$ cat src/rtl/core/p31wc_pkg.sv
package p31wc_pkg;

  // Field widths of the channels
  localparam int unsigned WORD_W     = 32;
  localparam int unsigned GEN_W      = 31;
  localparam int unsigned SKIP_W     = 16;
  localparam int unsigned TOTAL_W    = 25;
  localparam int unsigned ALIGN_W    = 2;
  localparam int unsigned ERR_W      = 32;
  localparam int unsigned POS_W      = 24;
  localparam int unsigned COUNTED_W  = 25;
  localparam int unsigned CFG_IDX_W  = 8;
  localparam int unsigned CFG_DATA_W = 32;

  // Generator taps for x^31 + x^28 + 1
  localparam int unsigned TAP_A = 30;
  localparam int unsigned TAP_B = 27;

  // Reset values
  localparam logic [GEN_W-1:0]   GEN_RESET   = 31'h7FFF_FFFF;
  localparam logic [TOTAL_W-1:0] TOTAL_RESET = 25'h100_0000;
  localparam logic [POS_W-1:0]   POS_MAX     = 24'hFF_FFFF;

  // Configuration register indexes
  typedef enum logic [CFG_IDX_W-1:0] {
    REG_ALIGN = 8'd0,
    REG_SKIP  = 8'd1,
    REG_TOTAL = 8'd2,
    REG_SEED  = 8'd3
  } cfg_reg_e;

  // Alignment modes; the unused code behaves as direct
  typedef enum logic [ALIGN_W-1:0] {
    ALIGN_DIRECT = 2'd0,
    ALIGN_LEFT   = 2'd1,
    ALIGN_RIGHT  = 2'd2
  } align_e;

  // Control from the checker to the pattern generator
  typedef struct packed {
    logic load;
    logic advance;
  } gen_ctrl_t;

endpackage

$ cat src/rtl/core/p31wc_gen.sv
module p31wc_gen
  import p31wc_pkg::*;
(
  input  logic              clk_i,
  input  logic              rst_ni,
  input  gen_ctrl_t         ctrl_i,
  input  logic [GEN_W-1:0]  seed_i,
  output logic [WORD_W-1:0] word_o
);

  logic [GEN_W-1:0] state_q, state_d;
  logic [GEN_W-1:0] state_next;

  // Run the shift register 32 bits ahead; every output bit is a fixed XOR of
  // state bits, so the unrolled form stays shallow.
  always_comb begin
    logic [GEN_W-1:0]  s;
    logic [WORD_W-1:0] w;
    logic              nb;
    s = state_q;
    w = '0;
    for (int i = 0; i < WORD_W; i++) begin
      nb = s[TAP_A] ^ s[TAP_B];
      s  = {s[GEN_W-2:0], nb};
      w  = {w[WORD_W-2:0], nb};
    end
    state_next = s;
    word_o     = w;
  end

  // A seed write takes priority; otherwise step once per checked word.
  always_comb begin
    state_d = state_q;
    if (ctrl_i.load) begin
      state_d = seed_i;
    end else if (ctrl_i.advance) begin
      state_d = state_next;
    end
  end

  always_ff @(posedge clk_i or negedge rst_ni) begin
    if (!rst_ni) begin
      state_q <= GEN_RESET;
    end else begin
      state_q <= state_d;
    end
  end

  // A running generator never falls into the all-zero lockup state.
  assert property (@(posedge clk_i) disable iff (!rst_ni)
    (state_q != '0) && ctrl_i.advance && !ctrl_i.load |=> state_q != '0)
    else $error("generator fell into the zero state");

endmodule
$ cat config.mk
export PLATFORM = sky130hd
export DESIGN_NAME = p31wc_gen
export DESIGN_NICKNAME = d
export VERILOG_FILES = /design/src/rtl/core/p31wc_pkg.sv /design/src/rtl/core/p31wc_gen.sv
export SDC_FILE = /design/constraint.sdc
export NUM_CORES = 1
export LEC_CHECK = 0
export BUFFER_PORTS_ARGS = -buffer_cell sky130_fd_sc_hd__buf_2
export CORE_MARGIN = 10
export CORE_UTILIZATION = 55
export CTS_BUF_LIST = sky130_fd_sc_hd__clkbuf_2 sky130_fd_sc_hd__clkbuf_4 sky130_fd_sc_hd__clkbuf_8
export DETAILED_ROUTE_END_ITERATION = 8
export PLACE_DENSITY = 0.9
export SYNTH_ARGS = -nofsm -noshare
export SYNTH_HDL_FRONTEND = slang
export SYNTH_SLANG_ARGS = --single-unit
export TNS_END_PERCENT = 50
$ cat constraint.sdc
create_clock -name clk_i -period 2.6 [get_ports clk_i]
set_input_delay 0.26 -clock clk_i [delete_from_list [all_inputs] [get_ports clk_i]]
set_output_delay 0.26 -clock clk_i [all_outputs]
set_load 0.03 [all_outputs]
== Yosys cells after proc, flatten, opt, wreduce, memory -nomap -nowiden ==
Cells that the tools add are included.
Storage, ports and cells
  register bits: 31
  input port bits: 35
  output and inout port bits: 32
  word-level logic and storage cells: 36
Operators by class
  mux-type cells: 2
  bitwise operators: 32
  reduce and logical (&&, ||, !) cells: 1
Operators by type and width (number)
  31-bit 2-to-1 mux: 2
  1-bit XOR: 32
  2-bit nonzero test: 1

== Longest topological paths before layout ==
Gate-level depths: netlist (run 1).
  depth in word-level cells: 4
  mapped depth: 4
  depth with buffers taken out: 3

== Least setup slack after synthesis (run 1) ==
No wires, ideal clock.
  kind: reg-to-reg
  from: register state_q[26]
  to: register state_q[2]
  setup time: 0.082 ns
  data arrival time: 1.658 ns
  data required time: 2.518 ns
  path slack: 0.860 ns
  cell stages (with the launch flop): 4
  path buffers: 0
  period minus slack after synthesis: 1.740 ns
  cell sequence: dfstp_2 -> xor3_1 -> mux2_2 -> mux2_2
On the way
  cells in the longest elaborated chain, start to end: 4
RTL lines
  from (decl): RTL line p31wc_gen.sv:11  | logic [GEN_W-1:0] state_q, state_d;
  from (signal assigned): RTL line p31wc_gen.sv:45  | state_q <= state_d;
  1-bit XOR (2 in a row): RTL line p31wc_gen.sv:23  | nb = s[TAP_A] ^ s[TAP_B];
  net word_o[2]: RTL line p31wc_gen.sv:8  | output logic [WORD_W-1:0] word_o
  31-bit 2-to-1 mux: RTL line p31wc_gen.sv:36  | end else if (ctrl_i.advance) begin
  31-bit 2-to-1 mux: RTL line p31wc_gen.sv:34  | if (ctrl_i.load) begin
The timed path passes the listed nets, and every way through them passes these cells. The select of a mux whose other input is x is not followed.
A chain may end at the register's enable or synchronous reset.

== Worst setup path after layout (run 1) ==
  from: register state_q[25]
  to: output port word_o[1]
On the way
  cells in the longest elaborated chain, start to end: 2
RTL lines (RTL line)
  1-bit XOR (2 in a row): p31wc_gen.sv:23
  to (decl): p31wc_gen.sv:8
Every way passes these cells.

==> flow_summary.ini, run 1 <==
[status]
outcome = completed

[logic_synthesis]
synth_compound_gate_area_share_pct = 7.89
post_synthesis_cell_count = 162
synthDominantAreaCellType = dfstp_2
simple_gate_share_of_the_synthesized_area_pct = 5.92
synth_top_family_by_area = multiplexers
synth_edf_count = 0
synth_top_cell_area_share_pct = 45.8
commonest_cells_in_the_netlist = dfstp_2, xor2_1, mux2i_1, nand2_1, o21ai_1
mappedNetlistArea_sq_mm = 0.00178
dominantRegCellSynth = dfstp_2
post_synth.cell_area_avg_sq_um = 11.0
syn_nets = 197
yosysSeqAreaShare_pct = 45.8
synth.area.top_cells = dfstp_2, mux2i_1, xor2_1, o21ai_1, nand2_1
fraction_of_registers_with_async_set_reset_pct = 100
synth_adder_area_share_pct = 0
ys_seq_elements = 31
yosys_warnings = 0
post_synth_mux_area_share_pct = 19.6
post_synth_xor_area_fraction_pct = 18.4
synth.distinct_cells = 12
synth_most_common_cell = dfstp_2

[finish]
largest_reg_flops = 31
antenna-diode-count = 0
final_cell_count_no_fill = 271
largest_regs = state_q x31
registers.top_by_ff_count = state_q
n_fill_cell = 252
areaGrowthSynthToFinish_pct = 22.7
drive_above_1_share_pct = 49.3
nNetsFinal = 263
multiInputGateArea_sq_um = 920
combined_flip_flop_and_latch_cell_area_sq_um = 815

[setup_path]
worst-endpoint-required_ns = 2.34
startpoint_type = flop
critical_path.n_buffers_inverters = 1
list_of_cells_traversed_by_the_critical_path = xor3_2, buf_2
worst_ep_arrival_time_ns = 1.55
critical-path-slowest-cell = dfstp_2
path_delay_family = flip-flops
endpoint_kind = primary output
critical-path-max-stage-delay_ns = 0.58
timing_worst_setup_path_type = reg2out
crit_fanout = 4

[global_routing]
wire_length_of_the_first_global_routing_pass_mm = 7.43
global_route.usage.total_pct = 15.3
global_route.overflow_total = 0
number_of_global_route_vias_before_repair = 1526
antenna_found_initial = 0
grt_start_max_net_pins = 39

[floorplanning]
core-area_sq_mm = 0.00308
die_h_um = 76.8
die_area_sq_mm = 0.00590
die_x_um = 76.8
num_rows = 20
initial_utilization_pct = 57.7
io_pins = 67

[cts]
cts_htree_levels = 2
cts_tree = done
cts_inserted_buffers = 5
post_cts_buffers = 0
clkTransAtPathRegs_ns = 0.09
cts_num_sinks = 31
clock_insertion_delay_worst_skew_ns = 0.34
cts_resized = 0
cts.path.max_buffers = 2
cts_root_buffer = clkbuf_4
cts-hold-fix-buffers = 0

[route]
drt-pass1-iter-count = 4
drt_iter0_markers = 72
vias = 1368
viasPerCell = 5.05
drc = 0
routed_wire_length_per_instance_um = 15.8
wl_mm = 4.29
count_of_antenna_violating_nets_left_after_detailed_routing = 0

[placed_design]
placed_instance_count = 265
post-dp-hpwl_mm = 3.33
portBuffers = 66
place.gp.congestion = 0.865

[pwr]
totalPowerFinal_mw = 1.94
static-leakage-power_nw = 1.10
irDropWorstVdd_mv = 0.530
power_density_mw_per_mm2 = 888

[timing]
final-hold-violation-count = 0
worst-slew-pin-transition_ns = 0.658
hold-worst-slack_ns = 0.116
maxSlewViolCount = 0
fin_setup_tns_ns = 0
timing.final.setup_violations = 0
final.period_utilization_pct = 69.5
max_slew_margin_pct = 56.1
fmax_mhz = 553
grt_setup_unrepaired = false
period_needed_ns = 1.81
fin_skew_ns = 0.00403

[flow_run]
timing.max_cap.violations = 0

[hold_path]
worst_hold_path_type = in2reg
-- power by group --
part,switching (mW),total (mW),internal [mW]
combinational,0.625,0.951,0.326
sequential,0.0978,0.723,0.626
clock,0.155,0.261,0.106
total,0.877,1.94,1.06
-- cells in the final DEF, fill, tap and decap left out --
cell,synthesis,routed
dfstp_2,31,31
clkbuf_4,0,6
mux2i_1,28,28
xor3_1,2,2
xor2_1,29,29
o21ai_1,22,22
o21ai_0,6,6
buf_4,2,2
buf_2,1,66
mux2_2,6,6
nand2_1,28,28
xor3_2,1,1
-- tightest hold or removal path, cell delays in order --
cell     delay (ns)
buf_2          0.09
nand2_1        0.05
o21ai_1        0.05
-- through the flow --
stage	area (sq um)	utilization [%]	worst slack, ns
after global placement	2130	69.3	1.04
final	2180	70.8	0.793
after floorplan	1780	-	0.860
after detailed placement	2130	69.3	1.01
after global routing	2180	70.8	0.753
after CTS	2180	70.8	0.782
-- path summary, 6_finish.rpt --
check                            start  slack, ns  cells past startpoint           to
setup / recovery           state_q[25]       0.79                      2    word_o[1]
hold / removal              seed_i[12]       0.12                      3  state_q[12]
setup reg to reg           state_q[25]       0.99                      3   state_q[1]
hold reg to reg            state_q[29]       0.57                      2  state_q[29]
max in group asynchronous       rst_ni       2.25                      1  state_q[18]
min in group asynchronous       rst_ni       0.31                      1   state_q[3]
-- logic make-up (layout without fill, tap and decap cells) --
kind of cell | Yosys count | in the layout
buffers and inverters | 9 | 74
AOI/OAI and AO/OA | 28 | 28
DFF | 31 | 31
muxes | 34 | 34
xor gates and xnor gates | 32 | 32
and+or+nand+nor | 28 | 28
-- per-layer routing --
metal,global-route usage [%],vias up,share of wire [%]
met5,0,-,0
met4,5.39,0,1.9
met3,7.81,9,9.0
met2,22.6,51,45
met1,18.6,630,44
li1,-,678,-
-- layout make-up --
class / count / share of cell area [%]
Tap cell: 44 / 2.53
Sequential cell: 31 / 37.4
Timing Repair Buffer: 68 / 15.8
Multi-Input combinational cell: 122 / 42.2
Clock buffer: 6 / 2.07
Note: power is estimated with default switching activity, not from simulation.
==> run 2: changes to the inputs <==
- ABC_AREA: not set -> 1
- CORE_UTILIZATION: 55 -> 47
- PLACE_DENSITY: 0.9 -> 0.81
- clock period: 2.6 -> 1.54 ns (I/O delays scaled with it)
==> run 2 against run 1 <==
Critical path type unchanged. The flow now finishes with violations (negative setup slack). Cell area is 15% higher. Hold slack got worse by 0.014 ns. Final cell count rose by 21%. Via count grew 21%. Highest routed layer unchanged. Utilization fell by 8.0 points. Largest power group unchanged.
==> flow_summary.ini, run 2 <==
[floorplanning]
core-area_sq_mm = 0.00400
io_pins = 67
die_h_um = 84.5
num_rows = 23
die_x_um = 84.5
initial_utilization_pct = 48.9
die_area_sq_mm = 0.00714

[route]
met2RoutedLength_mm = 2.39
met3_length_um = 367
count_of_antenna_violating_nets_left_after_detailed_routing = 0
drt_iter0_markers = 129
viasPerCell = 5.08
drc = 0
wl_mm = 4.98
routed_wire_length_per_instance_um = 15.2
drt-pass1-iter-count = 4
met1Wirelength_mm = 2.15
vias = 1660
dr.max_layer_used = met4

[pwr]
flop_pwr_share_pct = 34.0
power.share.switching_pct = 41.8
irDropWorstVdd_mv = 0.716
static-leakage-power_nw = 1.19
p_int_mw = 2.00
power_density_mw_per_mm2 = 1370
switchingPower_mw = 1.44
proportion_of_power_drawn_by_combinational_gates_pct = 44.9
power.share.clock_pct = 21.1

[logic_synthesis]
ys_seq_elements = 31
post_synthesis_cell_count = 204
dominantRegCellSynth = dfstp_2
yosysSeqAreaShare_pct = 41.7
mappedNetlistArea_sq_mm = 0.00195
synth_top_cell_area_share_pct = 41.7
yosys_warnings = 0
synthDominantAreaCellType = dfstp_2
post_synth.cell_area_avg_sq_um = 9.58
fraction_of_registers_with_async_set_reset_pct = 100
synth_edf_count = 0
commonest_cells_in_the_netlist = nand2_1, inv_1, dfstp_2
synth_most_common_cell = nand2_1
syn_nets = 239
synth.distinct_cells = 17
synth.area.top_cells = dfstp_2, xnor2_1, o21ai_2, a22oi_1, nand2_1

[global_routing]
grt_start_max_net_pins = 32
antenna_found_initial = 0
global_route.usage.total_pct = 14.0
number_of_global_route_vias_before_repair = 1742
wire_length_of_the_first_global_routing_pass_mm = 8.33
global_route.overflow_total = 0

[status]
violations = negative setup slack
outcome = finished with violations

[setup_path]
startpoint_type = flop
rrSetupSlack_ns = 0.34
r2r.worst_path.cells = 6
endpoint_kind = primary output
crit_fanout = 6
timing_worst_setup_path_type = reg2out
worstSetupEndpoint = word_o[0]
worst_ep_arrival_time_ns = 1.46
cp-startpoint = state_q[27]
origin_of_the_critical_flop_to_flop_path = state_q[27]
worst-endpoint-required_ns = 1.39
timing.rr.end = state_q[0]

[placed_design]
place.gp.congestion = 0.797
preCtsSetupSlack_ns = 0.191
placed_instance_count = 313
post-dp-hpwl_mm = 3.67
portBuffers = 66

[timing]
fin_skew_ns = 0.00379
timing.final.setup_violations = 3
postLayoutSetupSlackWorst_ns = -0.0729
fmax_mhz = 620
worst-slew-pin-transition_ns = 0.822
hold-worst-slack_ns = 0.102
grt_setup_unrepaired = true
maxSlewViolCount = 0
final.period_utilization_pct = 105
final-hold-violation-count = 0
fin_setup_tns_ns = -0.121
period_needed_ns = 1.61
max_slew_margin_pct = 45.1

[finish]
antenna-diode-count = 0
drive_above_1_share_pct = 60.6
registers.top_by_ff_count = state_q
postLayoutCoreUtil_pct = 62.8
largest_reg_flops = 31
final_cell_count_no_fill = 327
areaGrowthSynthToFinish_pct = 28.5
commonest_cells_after_routing_fill_and_taps_aside = buf_2, inv_1, dfstp_2
nNetsFinal = 311
largest_regs = state_q x31
combined_flip_flop_and_latch_cell_area_sq_um = 815
multiInputGateArea_sq_um = 972
n_fill_cell = 355
layout.cells.most_common = buf_2

[cts]
cts_tree = done
clkTransAtPathRegs_ns = 0.07
cts_inserted_buffers = 5
clock_insertion_delay_worst_skew_ns = 0.28
cts_htree_levels = 2
cts.path.max_buffers = 2
cts_root_buffer = clkbuf_8
cts-hold-fix-buffers = 0
cts_num_sinks = 31

[hold_path]
worst_hold_path_type = in2reg

[flow_run]
timing.max_cap.violations = 0
[run 2: changes by cell type in the layout (fill, tap and decap cells not counted), moves of 10 or more]
cell	change
xnor2_1	+24
mux2i_1	-28
a22oi_1	+21
o21ai_2	+20
xor2_1	-29
o21ai_1	-15
inv_1	+32
a22oi_2	+10
nand2_2	+13
[run 2: area by class of cell]
cell class	count	share of cell area, %
multi-input cells	128	38.7
well taps	50	2.49
inverters	36	5.68
repair buffers	74	16.5
clock buffers	8	4.14
flip-flops and latches	31	32.4
[run 2: per-stage QoR]
step / instance area (sq um) / power, mW
finish: 2510 / 3.44
global route: 2510 / 3.65
CTS: 2470 / 3.44
detailed placement: 2280 / 2.58
global placement: 2280 / 2.56
floorplan: 1950 / 2.18
[run 2: cell families (layout without fill, tap and decap cells)]
kind of cell | after synthesis | count (layout) | share of synthesized area, %
XOR/XNOR | 24 | 24 | 10.8
flip-flops | 31 | 31 | 41.7
AND/OR/NAND/NOR | 46 | 46 | 10.8
buffers and inverters | 45 | 118 | 11.5
AO/OA/AOI/OAI | 58 | 58 | 25.2
[run 2: power groups by stage]
stage	clock network [mW]	registers (mW)	logic, mW
4_1_cts	0.749	1.17	1.52
2_1_floorplan	0	1.14	1.04
3_5_place_dp	0	1.18	1.40
3_3_place_gp	0	1.17	1.38
5_1_grt	0.787	1.19	1.67
6_report	0.725	1.17	1.54
[run 2: how the worst min path moves through the flow]
stage / end / slack [ns] / cells past startpoint / from
finish: state_q[17] / 0.10 / 3 / seed_i[17]
global placement: state_q[1] / 0.39 / 3 / seed_i[1]
detailed placement: state_q[17] / 0.40 / 3 / seed_i[17]
global route: state_q[13] / 0.10 / 3 / seed_i[13]
CTS: state_q[17] / 0.09 / 3 / seed_i[17]
floorplan: state_q[0] / 0.006 / 0 / rst_ni
[run 2: timing repair]
| item | 4_1_cts | 5_1_grt |
|---|---|---|
| endpoints found under the hold margin | 0 | 0 |
| setup endpoints to repair | 4 | 4 |
| buffers inserted | 4 | 2 |
| resized for setup | 24 | 7 |
| pin swaps | 8 | 4 |
[run 2: metal layers]
metal	track usage, %	vias to the layer above
li1	-	814
met1	16.2	777
met2	23.0	63
met3	5.70	6
met4	4.49	0
met5	0	-
[run 2: worst max-delay path: stages (launching register included)]
cell and delay [ns]:
dfstp_2 0.62, inv_4 0.08, nand2_4 0.08, nand2_4 0.06, nand2_2 0.07, and2_4 0.14, buf_6 0.13
==> run 3: changes to the inputs <==
--- a/constraint.sdc
+++ b/constraint.sdc
@@ -3,2 +3,2 @@
 set_output_delay 0.154 -clock clk_i [all_outputs]
-set_load 0.03 [all_outputs]
+set_load 0.02 [all_outputs]
==> run 3 against run 2 <==
The run still ends with negative setup slack left. Combinational power decreased by 9%. Power decreased by 4.4%. Critical path type unchanged. Sequential cell count unchanged. First-iteration DRC count decreased by 35%.
==> flow_summary.ini, run 3 (synthesized netlist as in run 2, its figures left out) <==
[cts]
cts-hold-fix-buffers = 0
cts_tree = done
clkTransAtPathRegs_ns = 0.06
cts_inserted_buffers = 5
cts_htree_levels = 2
cts.path.max_buffers = 2
cts_root_buffer = clkbuf_8
cts_num_sinks = 31
clock_insertion_delay_worst_skew_ns = 0.28

[setup_path]
r2r.worst_path.cells = 9
worst_ep_arrival_time_ns = 1.40
critical_path.n_buffers_inverters = 2
startpoint_type = flop
timing_worst_setup_path_type = reg2out
path_delay_family = flip-flops
origin_of_the_critical_flop_to_flop_path = state_q[27]
timing.rr.end = state_q[0]
critical-path-slowest-cell = dfstp_2
rrSetupSlack_ns = 0
critical-path-max-stage-delay_ns = 0.59
dominant_cell_type_by_count_on_the_critical_path = nand2_2
crit_fanout = 6
worst-endpoint-required_ns = 1.39
endpoint_kind = primary output
list_of_cells_traversed_by_the_critical_path = inv_2, nand2_2, nand2_2, nand2_2, and2_4, buf_6

[finish]
n_fill_cell = 357
final_cell_count_no_fill = 329
nNetsFinal = 313
combined_flip_flop_and_latch_cell_area_sq_um = 815
multiInputGateArea_sq_um = 982
largest_reg_flops = 31
registers.top_by_ff_count = state_q
layout.cells.most_common = buf_2
areaGrowthSynthToFinish_pct = 29.9
post-route-cell-area_sq_mm = 0.00254
antenna-diode-count = 0
commonest_cells_after_routing_fill_and_taps_aside = buf_2, inv_1, dfstp_2
largest_regs = state_q x31
drive_above_1_share_pct = 61.3

[hold_path]
hold_end = state_q[13]
worst_hold_path_type = in2reg
hold-path-cell-count = 3
worst_hold_path_startpoint = seed_i[13]

[route]
routed_wire_length_per_instance_um = 15.5
count_of_antenna_violating_nets_left_after_detailed_routing = 0
drc = 0
vias = 1668
drt_iter0_markers = 84
wl_mm = 5.11
drt-pass1-iter-count = 4
viasPerCell = 5.07

[timing]
period_needed_ns = 1.55
timing.final.setup_violations = 3
postLayoutSetupSlackWorst_ns = -0.0131
fmax_mhz = 644
fin_setup_tns_ns = -0.0234
grt_setup_unrepaired = true
maxSlewViolCount = 0
final-hold-violation-count = 0
hold-worst-slack_ns = 0.103
final.period_utilization_pct = 101
max_slew_margin_pct = 43.9
fin_skew_ns = 0.00289
worst-slew-pin-transition_ns = 0.840

[floorplanning]
die_h_um = 84.5
initial_utilization_pct = 48.9
die_area_sq_mm = 0.00714
core-area_sq_mm = 0.00400
die_x_um = 84.5
io_pins = 67
num_rows = 23

[placed_design]
post-dp-hpwl_mm = 3.61
portBuffers = 66
place.gp.congestion = 0.796
placement.cell_area_sq_mm = 0.00227
placed_instance_count = 312

[global_routing]
grt_start_max_net_pins = 32
antenna_found_initial = 0
global_route.overflow_total = 0
wire_length_of_the_first_global_routing_pass_mm = 8.36
global_route.usage.total_pct = 14.0
number_of_global_route_vias_before_repair = 1763

[flow_run]
timing.max_cap.violations = 0

[pwr]
totalPowerFinal_mw = 3.28
irDropWorstVdd_mv = 0.665
static-leakage-power_nw = 1.21
power_density_mw_per_mm2 = 1290

[status]
outcome = finished with violations
violations = negative setup slack
==> run 3: changes by cell type in the layout (fill, tap and decap cells not counted), sizes merged <==
cell | before | now
buf | 74 | 76
==> run 3: where the power goes <==
group,leakage (nW),total [mW],internal [mW],switching [mW]
Clock,0.0549,0.714,0.425,0.290
Combinational,0.833,1.40,0.587,0.813
Sequential,0.325,1.17,1.02,0.154
==> run 3: how the worst max path moves through the flow <==
stage	start	endpoint	slack, ns	cells past startpoint
3_5_place_dp	ctrl_i[1]	state_q[25]	0.20	4
6_report	state_q[27]	word_o[0]	-0.01	6
2_1_floorplan	state_q[27]	word_o[0]	0.22	5
4_1_cts	state_q[27]	word_o[3]	-0.007	6
3_3_place_gp	ctrl_i[1]	state_q[22]	0.24	4
5_1_grt	state_q[27]	state_q[0]	-0.08	9
==> run 3: what timing repair did <==
item / in CTS / in global routing
pin swaps: 6 / 1
buffers inserted: 9 / 0
gates cloned: 0 / 0
resized for setup: 16 / 15
endpoints found under the setup margin: 4 / 9
hold endpoints to repair: 0 / 0
==> run 3: area by class of cell <==
cell class | instances | area share (%)
sequential | 31 | 32.1
multi-input combinational | 128 | 38.7
timing repair buffer | 76 | 17.2
clock buffer | 8 | 4.09
inverter | 36 | 5.52
tap | 50 | 2.46
==> run 3: metrics by stage <==
stage | setup slack [ns] | utilization, %
after floorplan | 0.224 | -
after global placement | 0.236 | 56.7
after detailed placement | 0.202 | 56.7
after CTS | -0.00660 | 62.1
after global routing | -0.0768 | 63.5
final | -0.0131 | 63.5
==> run 3: worst register-to-register path: stages (launching register included) <==
cell,delay [ns]
dfstp_2,0.59
nand2_1,0.09
nand2_2,0.10
nand2_2,0.06
buf_4,0.13
buf_4,0.13
buf_4,0.13
buf_4,0.12
nand3_1,0.08
nand2_1,0.05
==> run 3: routing by layer <==
layer  share of wire [%]  routed length (um)  GRT usage (%)  vias up
met5                   0                   0              0        -
met4                0.90                  46           4.04        0
met3                 7.1                 363           4.93        6
met2                  49                2520           23.1       57
met1                  43                2180           16.8      781
li1                    -                   -              -      824
